**src/rtl/assert_macros.svh**
```systemverilog
// assertion macros shared by the rtl
`ifndef ASSERT_MACROS_SVH
`define ASSERT_MACROS_SVH

// same-cycle implication
`define ASSERT_IMPLIES(label, clk, rst, pre, post) \
   label: assert property (@(posedge clk) disable iff (rst) (pre) |-> (post)) \
      else $error("assertion failed: implication");

// next-cycle implication
`define ASSERT_NEXT(label, clk, rst, pre, post) \
   label: assert property (@(posedge clk) disable iff (rst) (pre) |=> (post)) \
      else $error("assertion failed: next-cycle implication");

`endif

```
**src/rtl/dgso_pkg.sv**
```systemverilog
// types and constants of the dual glide sine oscillator
package dgso_pkg;

   // digit-serial multiplier geometry: 2 bits of b per cycle
   localparam int MUL_A_W    = 32;
   localparam int MUL_B_W    = 18;
   localparam int MUL_P_W    = MUL_A_W + MUL_B_W;
   localparam int MUL_DIGITS = MUL_B_W / 2;
   localparam int MUL_CNT_W  = $clog2(MUL_DIGITS);

   localparam int CSR_ADDR_W = 4;

   localparam logic [MUL_B_W-1:0] STEP_PER_HZ = 18'd97392;
   localparam logic [MUL_B_W-1:0] GLIDE_KEEP  = 18'd62259;
   localparam logic [MUL_B_W-1:0] GLIDE_TAKE  = 18'd3277;
   localparam logic [MUL_B_W-1:0] SIN_C       = 18'd2320;
   localparam logic [15:0]        SIN_A       = 16'd51472;
   localparam logic [15:0]        SIN_B       = 16'd21024;
   localparam logic [14:0]        SAT_MAX     = 15'd32767;
   localparam logic [48:0]        ROUND_HALF  = 49'd32768;
   localparam logic [8:0]         GAIN_UNITY  = 9'd256;

   typedef enum logic [1:0] {
      CMD_TICK      = 2'd0,
      CMD_SET_LEFT  = 2'd1,
      CMD_SET_RIGHT = 2'd2,
      CMD_SILENCE   = 2'd3
   } cmd_type;

   typedef enum logic [1:0] {
      REG_VOLUME      = 2'd0,
      REG_LEFT_SCALE  = 2'd1,
      REG_RIGHT_SCALE = 2'd2
   } reg_index_type;

   typedef enum logic [10:0] {
      ST_IDLE    = 11'b000_0000_0001,
      ST_TGT     = 11'b000_0000_0010,
      ST_GLIDE_A = 11'b000_0000_0100,
      ST_GLIDE_B = 11'b000_0000_1000,
      ST_PHASE   = 11'b000_0001_0000,
      ST_SQ      = 11'b000_0010_0000,
      ST_C       = 11'b000_0100_0000,
      ST_B       = 11'b000_1000_0000,
      ST_A       = 11'b001_0000_0000,
      ST_G       = 11'b010_0000_0000,
      ST_DONE    = 11'b100_0000_0000
   } seq_state_type;

   typedef struct packed {
      seq_state_type state;
      logic          go;
      logic          clear;
      logic          tgt_left;
      logic          tgt_right;
      logic [9:0]    value;
   } seq_ctrl_type;

endpackage

```
**src/rtl/dgso_serial_mul.sv**
```systemverilog
// digit-serial unsigned multiplier, two multiplier bits per cycle
module dgso_serial_mul
   import dgso_pkg::*;
(
   input  logic               clock,
   input  logic               reset,
   input  logic               start,
   input  logic [MUL_A_W-1:0] a,
   input  logic [MUL_B_W-1:0] b,
   output logic               done,
   output logic [MUL_P_W-1:0] prod
);

   logic                 busy_ff;
   logic                 done_ff;
   logic [MUL_CNT_W-1:0] cnt_ff;
   logic [MUL_P_W-1:0]   acc_ff;
   logic [MUL_P_W-1:0]   a_sh_ff;
   logic [MUL_B_W-1:0]   b_sh_ff;
   logic [MUL_P_W-1:0]   pp;

   // partial product of the current two-bit digit
   assign pp = (b_sh_ff[0] ? a_sh_ff : '0) + (b_sh_ff[1] ? (a_sh_ff << 1) : '0);

   always_ff @(posedge clock) begin
      if (reset) begin
         busy_ff <= 1'b0;
         done_ff <= 1'b0;
         cnt_ff  <= '0;
      end else begin
         done_ff <= 1'b0;
         if (start) begin
            busy_ff <= 1'b1;
            cnt_ff  <= '0;
         end else if (busy_ff) begin
            cnt_ff <= cnt_ff + 1'b1;
            if (cnt_ff == MUL_CNT_W'(MUL_DIGITS - 1)) begin
               busy_ff <= 1'b0;
               done_ff <= 1'b1;
            end
         end
      end
   end

   always_ff @(posedge clock) begin
      if (start) begin
         acc_ff  <= '0;
         a_sh_ff <= MUL_P_W'(a);
         b_sh_ff <= b;
      end else if (busy_ff) begin
         acc_ff  <= acc_ff + pp;
         a_sh_ff <= a_sh_ff << 2;
         b_sh_ff <= b_sh_ff >> 2;
      end
   end

   assign done = done_ff;
   assign prod = acc_ff;

endmodule

```
**src/rtl/dgso_lane.sv**
```systemverilog
// one oscillator channel: phase, steps, glide and sine datapath
module dgso_lane
   import dgso_pkg::*;
#(
   parameter int SINE_INDEX_BITS = 10
)
(
   input  logic               clock,
   input  logic               reset,
   input  seq_ctrl_type       ctrl,
   input  logic               tgt_en,
   input  logic [3:0]         scale,
   input  logic [8:0]         gain,
   output logic               mul_done,
   output logic signed [15:0] sample
);

   logic [31:0]        phase_ff;
   logic [31:0]        step_ff;
   logic [31:0]        target_ff;
   logic [47:0]        gacc_ff;
   logic [15:0]        z2_ff;
   logic [15:0]        t_ff;
   logic [14:0]        mag_ff;
   logic [15:0]        sample_ff;

   logic [15:0]        ang;
   logic [14:0]        r_fold;
   logic [15:0]        z;
   logic [13:0]        vs;
   logic [MUL_A_W-1:0] a_op;
   logic [MUL_B_W-1:0] b_op;
   logic [MUL_P_W-1:0] prod;
   logic [48:0]        glide_sum;
   logic [15:0]        s16;
   logic [14:0]        omag;

   // angle from the top phase bits, folded into the first quadrant
   assign ang    = 16'(phase_ff[31 -: SINE_INDEX_BITS]) << (16 - SINE_INDEX_BITS);
   assign r_fold = ang[14] ? (15'd16384 - {1'b0, ang[13:0]}) : {1'b0, ang[13:0]};
   assign z      = {r_fold, 1'b0};
   assign vs     = 14'(ctrl.value) * 14'(scale);

   assign glide_sum = {1'b0, gacc_ff} + prod[48:0] + ROUND_HALF;
   assign s16       = prod[30:15];
   assign omag      = prod[22:8];

   always_comb begin
      a_op = '0;
      b_op = '0;
      case (ctrl.state)
         ST_TGT: begin
            a_op = MUL_A_W'(vs);
            b_op = STEP_PER_HZ;
         end
         ST_GLIDE_A: begin
            a_op = step_ff;
            b_op = GLIDE_KEEP;
         end
         ST_GLIDE_B: begin
            a_op = target_ff;
            b_op = GLIDE_TAKE;
         end
         ST_SQ: begin
            a_op = MUL_A_W'(z);
            b_op = MUL_B_W'(z);
         end
         ST_C: begin
            a_op = MUL_A_W'(z2_ff);
            b_op = SIN_C;
         end
         ST_B: begin
            a_op = MUL_A_W'(t_ff);
            b_op = MUL_B_W'(z2_ff);
         end
         ST_A: begin
            a_op = MUL_A_W'(t_ff);
            b_op = MUL_B_W'(z);
         end
         ST_G: begin
            a_op = MUL_A_W'(mag_ff);
            b_op = MUL_B_W'(gain);
         end
         default: begin
            a_op = '0;
            b_op = '0;
         end
      endcase
   end

   dgso_serial_mul u_mul (
      .clock (clock),
      .reset (reset),
      .start (ctrl.go),
      .a     (a_op),
      .b     (b_op),
      .done  (mul_done),
      .prod  (prod)
   );

   // architectural state
   always_ff @(posedge clock) begin
      if (reset) begin
         phase_ff  <= '0;
         step_ff   <= '0;
         target_ff <= '0;
      end else begin
         if (ctrl.clear) begin
            target_ff <= '0;
         end else if (mul_done && ctrl.state == ST_TGT && tgt_en) begin
            target_ff <= prod[31:0];
         end
         if (mul_done && ctrl.state == ST_GLIDE_B) begin
            step_ff <= glide_sum[47:16];
         end
         if (ctrl.state == ST_PHASE) begin
            phase_ff <= phase_ff + step_ff;
         end
      end
   end

   // intermediate products
   always_ff @(posedge clock) begin
      if (mul_done) begin
         case (ctrl.state)
            ST_GLIDE_A: gacc_ff <= prod[47:0];
            ST_SQ:      z2_ff   <= prod[30:15];
            ST_C:       t_ff    <= SIN_B - prod[30:15];
            ST_B:       t_ff    <= SIN_A - prod[30:15];
            ST_A:       mag_ff  <= (s16 > 16'd32767) ? SAT_MAX : s16[14:0];
            ST_G:       sample_ff <= ang[15] ? (16'd0 - {1'b0, omag}) : {1'b0, omag};
            default:    gacc_ff <= gacc_ff;
         endcase
      end
   end

   assign sample = $signed(sample_ff);

endmodule

```
**src/rtl/dgso_seq.sv**
```systemverilog
// sequencer: steps both channels through target, glide, phase and sine
`include "assert_macros.svh"
module dgso_seq
   import dgso_pkg::*;
#(
   parameter int BUFFER_LEN = 512
)
(
   input  logic         clock,
   input  logic         reset,
   input  logic         accept,
   input  cmd_type      cmd,
   input  logic [9:0]   value,
   input  logic         out_free,
   input  logic         mul_done,
   output seq_ctrl_type ctrl,
   output logic         ready,
   output logic         out_load
);

   localparam int TICK_W = (BUFFER_LEN > 1) ? $clog2(BUFFER_LEN) : 1;
   localparam logic [TICK_W-1:0] TICK_LAST = TICK_W'(BUFFER_LEN - 1);

   seq_state_type     state_ff, state_in;
   logic              go_ff, go_in;
   logic [TICK_W-1:0] tick_ff;
   cmd_type           cmd_ff;
   logic [9:0]        value_ff;
   logic              tick_zero;

   assign tick_zero = (tick_ff == '0);

   always_comb begin
      state_in = state_ff;
      go_in    = 1'b0;
      out_load = 1'b0;
      case (state_ff)
         ST_IDLE: begin
            if (accept) begin
               case (cmd)
                  CMD_TICK: begin
                     if (tick_zero) begin
                        state_in = ST_GLIDE_A;
                        go_in    = 1'b1;
                     end else begin
                        state_in = ST_PHASE;
                     end
                  end
                  CMD_SET_LEFT, CMD_SET_RIGHT: begin
                     state_in = ST_TGT;
                     go_in    = 1'b1;
                  end
                  default: state_in = ST_IDLE;
               endcase
            end
         end
         ST_TGT: if (mul_done) state_in = ST_IDLE;
         ST_GLIDE_A: begin
            if (mul_done) begin
               state_in = ST_GLIDE_B;
               go_in    = 1'b1;
            end
         end
         ST_GLIDE_B: if (mul_done) state_in = ST_PHASE;
         ST_PHASE: begin
            state_in = ST_SQ;
            go_in    = 1'b1;
         end
         ST_SQ: begin
            if (mul_done) begin
               state_in = ST_C;
               go_in    = 1'b1;
            end
         end
         ST_C: begin
            if (mul_done) begin
               state_in = ST_B;
               go_in    = 1'b1;
            end
         end
         ST_B: begin
            if (mul_done) begin
               state_in = ST_A;
               go_in    = 1'b1;
            end
         end
         ST_A: begin
            if (mul_done) begin
               state_in = ST_G;
               go_in    = 1'b1;
            end
         end
         ST_G: if (mul_done) state_in = ST_DONE;
         ST_DONE: begin
            if (out_free) begin
               state_in = ST_IDLE;
               out_load = 1'b1;
            end
         end
         default: state_in = ST_IDLE;
      endcase
   end

   always_ff @(posedge clock) begin
      if (reset) begin
         state_ff <= ST_IDLE;
         go_ff    <= 1'b0;
         tick_ff  <= '0;
      end else begin
         state_ff <= state_in;
         go_ff    <= go_in;
         if (accept && cmd == CMD_TICK) begin
            tick_ff <= (tick_ff == TICK_LAST) ? '0 : tick_ff + 1'b1;
         end
      end
   end

   always_ff @(posedge clock) begin
      if (accept) begin
         cmd_ff   <= cmd;
         value_ff <= value;
      end
   end

   assign ready           = (state_ff == ST_IDLE);
   assign ctrl.state      = state_ff;
   assign ctrl.go         = go_ff;
   assign ctrl.clear      = accept && (cmd == CMD_SILENCE);
   assign ctrl.tgt_left   = (cmd_ff == CMD_SET_LEFT);
   assign ctrl.tgt_right  = (cmd_ff == CMD_SET_RIGHT);
   assign ctrl.value      = value_ff;

   `ASSERT_IMPLIES(a_done_in_mul_state, clock, reset, mul_done, (state_ff != ST_IDLE) && (state_ff != ST_PHASE) && (state_ff != ST_DONE))

endmodule

```
**src/rtl/dual_glide_sine_oscillator.sv**
```systemverilog
// top level of the dual glide sine oscillator
// stereo pair of sine oscillators with gliding frequency
//
// input channel req_: one beat carries a command in req_tuser and a control
// value in req_tdata. tick commands give one stereo beat on rsp_; target and
// silence commands give none. csr_ is an apb-style port for the volume and
// the two frequency scales (byte addresses 0, 4, 8).
//
// timing: each channel has its own digit-serial multiplier that retires two
// multiplier bits a cycle, and its products are sequenced one after another.
// a tick loads its result beat into the output register as the sequencer
// leaves its done state, and the next beat can be accepted once the sequencer
// is idle; the first tick of each buffer adds two glide products. a target
// command takes one product, and silence completes in its accept cycle.
//
// reset clears phases, steps, targets and the buffer counter and loads the
// register defaults. an output register holds a finished beat while the
// receiver stalls, and the next item can be accepted meanwhile; a second
// result waits in the sequencer until the output register frees
`include "assert_macros.svh"
module dual_glide_sine_oscillator
   import dgso_pkg::*;
#(
   parameter int BUFFER_LEN      = 512,
   parameter int SINE_INDEX_BITS = 10
)
(
   input  logic                  clock,
   input  logic                  reset,

   input  logic                  req_tvalid,
   output logic                  req_tready,
   input  logic [15:0]           req_tdata,   // [9:0] value, [15:10] zero
   input  logic [1:0]            req_tuser,   // [1:0] cmd

   output logic                  rsp_tvalid,
   input  logic                  rsp_tready,
   output logic [31:0]           rsp_tdata,   // [15:0] left_sample, [31:16] right_sample

   input  logic                  csr_psel,
   input  logic                  csr_penable,
   input  logic                  csr_pwrite,
   input  logic [CSR_ADDR_W-1:0] csr_paddr,
   input  logic [31:0]           csr_pwdata,
   output logic [31:0]           csr_prdata,
   output logic                  csr_pready
);

   // configuration registers
   logic [8:0]         gain_ff;
   logic [3:0]         lscale_ff;
   logic [3:0]         rscale_ff;
   logic [8:0]         gain_eff;
   logic               csr_wr;

   // sequencer and channel links
   seq_ctrl_type       ctrl;
   logic               accept;
   logic               out_load;
   logic               out_free;
   logic               left_done;
   logic               right_done;
   logic signed [15:0] left_sample;
   logic signed [15:0] right_sample;

   // output register
   logic               rsp_valid_ff;
   logic [31:0]        rsp_data_ff;

   assign csr_pready = 1'b1;
   assign csr_wr     = csr_psel && csr_penable && csr_pwrite && csr_pready;

   always_ff @(posedge clock) begin
      if (reset) begin
         gain_ff   <= 9'd77;
         lscale_ff <= 4'd8;
         rscale_ff <= 4'd3;
      end else if (csr_wr) begin
         case (csr_paddr[CSR_ADDR_W-1:2])
            REG_VOLUME:      gain_ff   <= csr_pwdata[8:0];
            REG_LEFT_SCALE:  lscale_ff <= csr_pwdata[3:0];
            REG_RIGHT_SCALE: rscale_ff <= csr_pwdata[3:0];
            default:         gain_ff   <= gain_ff;
         endcase
      end
   end

   always_comb begin
      case (csr_paddr[CSR_ADDR_W-1:2])
         REG_VOLUME:      csr_prdata = 32'(gain_ff);
         REG_LEFT_SCALE:  csr_prdata = 32'(lscale_ff);
         REG_RIGHT_SCALE: csr_prdata = 32'(rscale_ff);
         default:         csr_prdata = '0;
      endcase
   end

   // gain above unity acts as unity
   assign gain_eff = (gain_ff > GAIN_UNITY) ? GAIN_UNITY : gain_ff;

   assign accept   = req_tvalid && req_tready;
   assign out_free = !rsp_valid_ff || rsp_tready;

   dgso_seq #(
      .BUFFER_LEN (BUFFER_LEN)
   ) u_seq (
      .clock    (clock),
      .reset    (reset),
      .accept   (accept),
      .cmd      (cmd_type'(req_tuser)),
      .value    (req_tdata[9:0]),
      .out_free (out_free),
      .mul_done (left_done && right_done),
      .ctrl     (ctrl),
      .ready    (req_tready),
      .out_load (out_load)
   );

   dgso_lane #(
      .SINE_INDEX_BITS (SINE_INDEX_BITS)
   ) u_left (
      .clock    (clock),
      .reset    (reset),
      .ctrl     (ctrl),
      .tgt_en   (ctrl.tgt_left),
      .scale    (lscale_ff),
      .gain     (gain_eff),
      .mul_done (left_done),
      .sample   (left_sample)
   );

   dgso_lane #(
      .SINE_INDEX_BITS (SINE_INDEX_BITS)
   ) u_right (
      .clock    (clock),
      .reset    (reset),
      .ctrl     (ctrl),
      .tgt_en   (ctrl.tgt_right),
      .scale    (rscale_ff),
      .gain     (gain_eff),
      .mul_done (right_done),
      .sample   (right_sample)
   );

   // result beat register, held while the receiver stalls
   always_ff @(posedge clock) begin
      if (reset) begin
         rsp_valid_ff <= 1'b0;
      end else if (out_load) begin
         rsp_valid_ff <= 1'b1;
      end else if (rsp_tready) begin
         rsp_valid_ff <= 1'b0;
      end
   end

   always_ff @(posedge clock) begin
      if (out_load) begin
         rsp_data_ff <= {right_sample, left_sample};
      end
   end

   assign rsp_tvalid = rsp_valid_ff;
   assign rsp_tdata  = rsp_data_ff;

   // silence is done in its accept cycle, so only the other commands keep the input busy
   `ASSERT_NEXT(a_busy_after_accept, clock, reset, req_tvalid && req_tready && (req_tuser != CMD_SILENCE), !req_tready)
   `ASSERT_NEXT(a_no_beat_for_control, clock, reset, req_tvalid && req_tready && (req_tuser != CMD_TICK) && !rsp_tvalid, !rsp_tvalid)

endmodule
```
**config.mk**
```make
export PLATFORM = sky130hd
export DESIGN_NAME = dual_glide_sine_oscillator
export DESIGN_NICKNAME = d
export VERILOG_FILES = /design/src/rtl/dgso_pkg.sv /design/src/rtl/dgso_serial_mul.sv /design/src/rtl/dgso_lane.sv /design/src/rtl/dgso_seq.sv /design/src/rtl/dual_glide_sine_oscillator.sv
export VERILOG_INCLUDE_DIRS = /design/src /design/src/rtl
export SDC_FILE = /design/constraint.sdc
export NUM_CORES = 2
export LEC_CHECK = 0
export BUFFER_PORTS_ARGS = -buffer_cell sky130_fd_sc_hd__clkbuf_2
export CAP_MARGIN = 10
export CORE_MARGIN = 8
export CORE_UTILIZATION = 30
export DETAILED_ROUTE_END_ITERATION = 10
export PLACE_DENSITY_LB_ADDON = 0.12
export SYNTH_ARGS = -nofsm -noshare
export SYNTH_HDL_FRONTEND = slang
export SYNTH_SLANG_ARGS = --single-unit
```
**constraint.sdc**
```tcl
create_clock -name clock -period 4.7 [get_ports clock]
set_input_delay 0.94 -clock clock [delete_from_list [all_inputs] [get_ports clock]]
set_output_delay 0.94 -clock clock [all_outputs]
set_load 0.1 [all_outputs]
```
==> flow_metrics.env <==
export IMPL_synthDistinctLibCells=92
export IMPL_outcome="complete, no violations"
export IMPL_category_of_the_worst_setup_path_capture_point="register"
export IMPL_maxSlewHeadroom=0.276
export IMPL_initial_utilization=0.303
export IMPL_die_h_um=413
export IMPL_share_clk_of_total_power=0.283
export IMPL_p_seq_frac=0.322
export IMPL_maxCapViolCount=0
export IMPL_grt_antenna_before_repair=5
export IMPL_power_leakage_nw=22.1
export IMPL_remaining_drc_errors=0
export IMPL_dp_slack_ns=0.124
export IMPL_synth_area_per_cell_um2=9.43
export IMPL_grt_pass1_wl_mm=234
export IMPL_cts_hold_fix_buffers=0
export IMPL_grt_max_degree=151
export IMPL_clock_tree_root_cell="clkbuf_16"
export IMPL_setup_slack_ns=0.241
export IMPL_share_of_synthesized_area_occupied_by_flip_flops_and_latches=0.388
export IMPL_powerDensity_mw_per_mm2=492
export IMPL_multi_input_area_mm2=0.0274
export IMPL_floorplan_io_pins=128
export IMPL_clock_tree_from_tritoncts="done"
export IMPL_seqCellArea_mm2=0.0184
export IMPL_min_path_type="register to register"
export IMPL_fp_dieArea_mm2=0.171
export IMPL_critPathLaunchType="register"
export IMPL_criticalPathCategory="register to register"
export IMPL_std_cell_rows=145
export IMPL_yosys_warnings=0
export IMPL_ir_drop_v=0.000276
export IMPL_synth_seq_cells=735
export IMPL_grt_overflow=0
export IMPL_place_gp_congestion=0.841
export IMPL_syn_instance_count=5016
export IMPL_hpwl_mm=113
export IMPL_comb_power_share=0.395
export IMPL_placeableCoreArea_mm2=0.156
export IMPL_totalNegativeSetupSlack_ns=0
export IMPL_cts_reportedPaths_clkPinSlew_ns=0.06
export IMPL_fin_area_mm2=0.0537
export IMPL_routed_via_density=5.14
export IMPL_tritoncts_num_buffers=91
export IMPL_netlist_area_mm2=0.0473
export IMPL_critical_path_required_ns=5.28
export IMPL_detail_route_first_pass_iterations=6
export IMPL_p_int_w=0.0162
export IMPL_finish_net_count=5686
export IMPL_tightestPinTransition_ns=1.09
export IMPL_placed_cell_area_mm2=0.0505
export IMPL_timing_final_setup_violations=0
export IMPL_port_buffer_count=72
export IMPL_finalCritPeriodShare=0.949
export IMPL_ctsLongestPathBuffers=3
export IMPL_finClkSkew_ns=0.0218
export IMPL_ys_async_sr_fraction=0
export IMPL_initialDrtViolationCount=2902
export IMPL_layout_cells_most_common="nand2_1"
export IMPL_routedWlPerCell_um=21.3
export IMPL_drtAntennaViolNets=0
export IMPL_worst_ep_arrival_time_ns=5.04
export IMPL_yosys_most_used_dff="dfxtp_1"
export IMPL_via_count_of_the_first_global_routing_pass=36500
export IMPL_fin_worst_hold_slack_ns=0.417
export IMPL_area_growth_pct=13.5
export IMPL_grt_setup_unrepaired="no"
export IMPL_routed_wirelength_mm=154
export IMPL_most_common_layout_cells="578 x nand2_1, 450 x a21oi_1, 427 x nor2_1"
export IMPL_switching_power_w=0.0102
export IMPL_synth_edff_count=364
export IMPL_detailroute_via_count=37200
export IMPL_sw_frac_of_total=0.387
export IMPL_worstPathMaxFanout=4
export IMPL_global_route_usage_total=0.176
export IMPL_final_hold_viol_count=0
export IMPL_period_needed_ns=4.46
export IMPL_clock_sinks=735
export IMPL_max_freq_mhz=224
export IMPL_die_width_um=413
export IMPL_worst_skew_pair_late_latency_ns=0.69
export IMPL_nFillCells=16100
export IMPL_fraction_of_layout_instances_using_a_drive_strength_above_1=0.0895
export IMPL_ctsHtreeMaxLevel=3
export IMPL_timing_max_transition_violations_final=0
## flip-flops by register name, indices dropped and copies added, names as in the netlist, 17 cells and up
signal	flops
u_right.step_ff	32
rsp_tdata	32
u_right.gacc_ff	48
u_left.target_ff	32
u_right.target_ff	32
u_left.phase_ff	32
u_right.u_mul.b_sh_ff	17
u_left.u_mul.b_sh_ff	17
u_right.phase_ff	32
u_left.u_mul.a_sh_ff	48
u_left.gacc_ff	48
u_right.u_mul.prod	48
u_right.u_mul.a_sh_ff	48
u_left.step_ff	32
u_left.u_mul.prod	48
## final timing paths
check,depth (start not counted),slack [ns],endpoint,from
setup / recovery,15,0.24,u_right.u_mul.prod[47]$_SDFFE_PP0P_,u_right.u_mul.a_sh_ff[0]$_SDFFCE_PN0P_
hold / removal,0,0.42,rsp_tdata[28]$_DFFE_PP_,u_right.sample[12]$_DFFE_PP_
setup reg to reg,15,0.24,u_right.u_mul.prod[47]$_SDFFE_PP0P_,u_right.u_mul.a_sh_ff[0]$_SDFFCE_PN0P_
hold reg to reg,0,0.42,rsp_tdata[28]$_DFFE_PP_,u_right.sample[12]$_DFFE_PP_
## stage by stage
| stage | std cells | util | power, W |
|---|---|---|---|
| after floorplan | 5038 | - | 0.0156 |
| after global placement | 7058 | 0.323 | 0.0191 |
| after detailed placement | 7058 | 0.323 | 0.0191 |
| after CTS | 7228 | 0.343 | 0.0268 |
| after global routing | 7230 | 0.343 | 0.0282 |
| final | 7232 | 0.344 | 0.0264 |
## critical path, cell delays in order, from the launching register on
cell	delay, ns
edfxtp_1	0.39
and2_1	0.19
fa_1	0.52
ha_1	0.21
inv_1	0.08
fa_1	0.45
nor2b_1	0.17
o31a_1	0.20
o311ai_1	0.17
a21oi_2	0.32
o211ai_1	0.23
o31ai_2	0.45
a21oi_1	0.25
buf_4	0.20
o211ai_1	0.19
mux2_2	0.35
## layout make-up
class / count / share of cell area
clock inverters: 47 / 0.00960
flip-flops and latches: 735 / 0.342
clock buffers: 123 / 0.0489
repair buffers: 225 / 0.0294
diodes: 2 / 0.0000932
inverters: 175 / 0.0122
well taps: 2058 / 0.0479
multi-input cells: 3867 / 0.510
## cells in the mapped netlist (77+ instances only)
| cell type | number | area, µm² |
|---|---|---|
| a21o_1 | 162 | 1220 |
| xnor2_1 | 175 | 1530 |
| clkbuf_1 | 206 | 773 |
| fa_1 | 128 | 2560 |
| edfxtp_1 | 364 | 10900 |
| nand3_1 | 77 | 385 |
| inv_1 | 173 | 649 |
| nor2_1 | 427 | 1600 |
| dfxtp_1 | 371 | 7430 |
| a21oi_1 | 452 | 2260 |
| ha_1 | 402 | 5030 |
| nand2_1 | 579 | 2170 |
| mux2i_1 | 105 | 1050 |
| xor2_1 | 105 | 920 |
| o21ai_0 | 158 | 791 |
| and2_1 | 280 | 1750 |
## repair_timing
item,in CTS,in global routing
buffers inserted,0,2
gates resized for setup,0,11
setup endpoints to repair,0,15
## routing by layer
layer | share of wire | wire length, µm | vias to the layer above | track usage
met5 | 0.000084 | 13 | - | 0
met4 | 0.020 | 3010 | 2 | 0.0412
met3 | 0.044 | 6800 | 177 | 0.0237
met2 | 0.45 | 69800 | 716 | 0.286
met1 | 0.48 | 74600 | 18200 | 0.249
li1 | - | - | 18100 | -
## power groups by stage
stage	Clock (W)	Combinational, W	Sequential, W
after floorplan	0	0.00728	0.00827
after global placement	0	0.0104	0.00871
after detailed placement	0	0.0104	0.00870
after CTS	0.00772	0.0105	0.00857
after global routing	0.00793	0.0117	0.00862
final	0.00748	0.0104	0.00852
## logic make-up after synthesis
logic type / Yosys count / share of synthesized area
AOI/OAI and AO/OA: 1230 / 0.170
xor gates and xnor gates: 280 / 0.0518
adders and majority gates: 530 / 0.160
buffers and inverters: 436 / 0.0368
DFF: 735 / 0.388
muxes: 108 / 0.0229
other: 2 / 0.000159
and+or+nand+nor: 1695 / 0.170
Power figures use the tool's default switching activity.
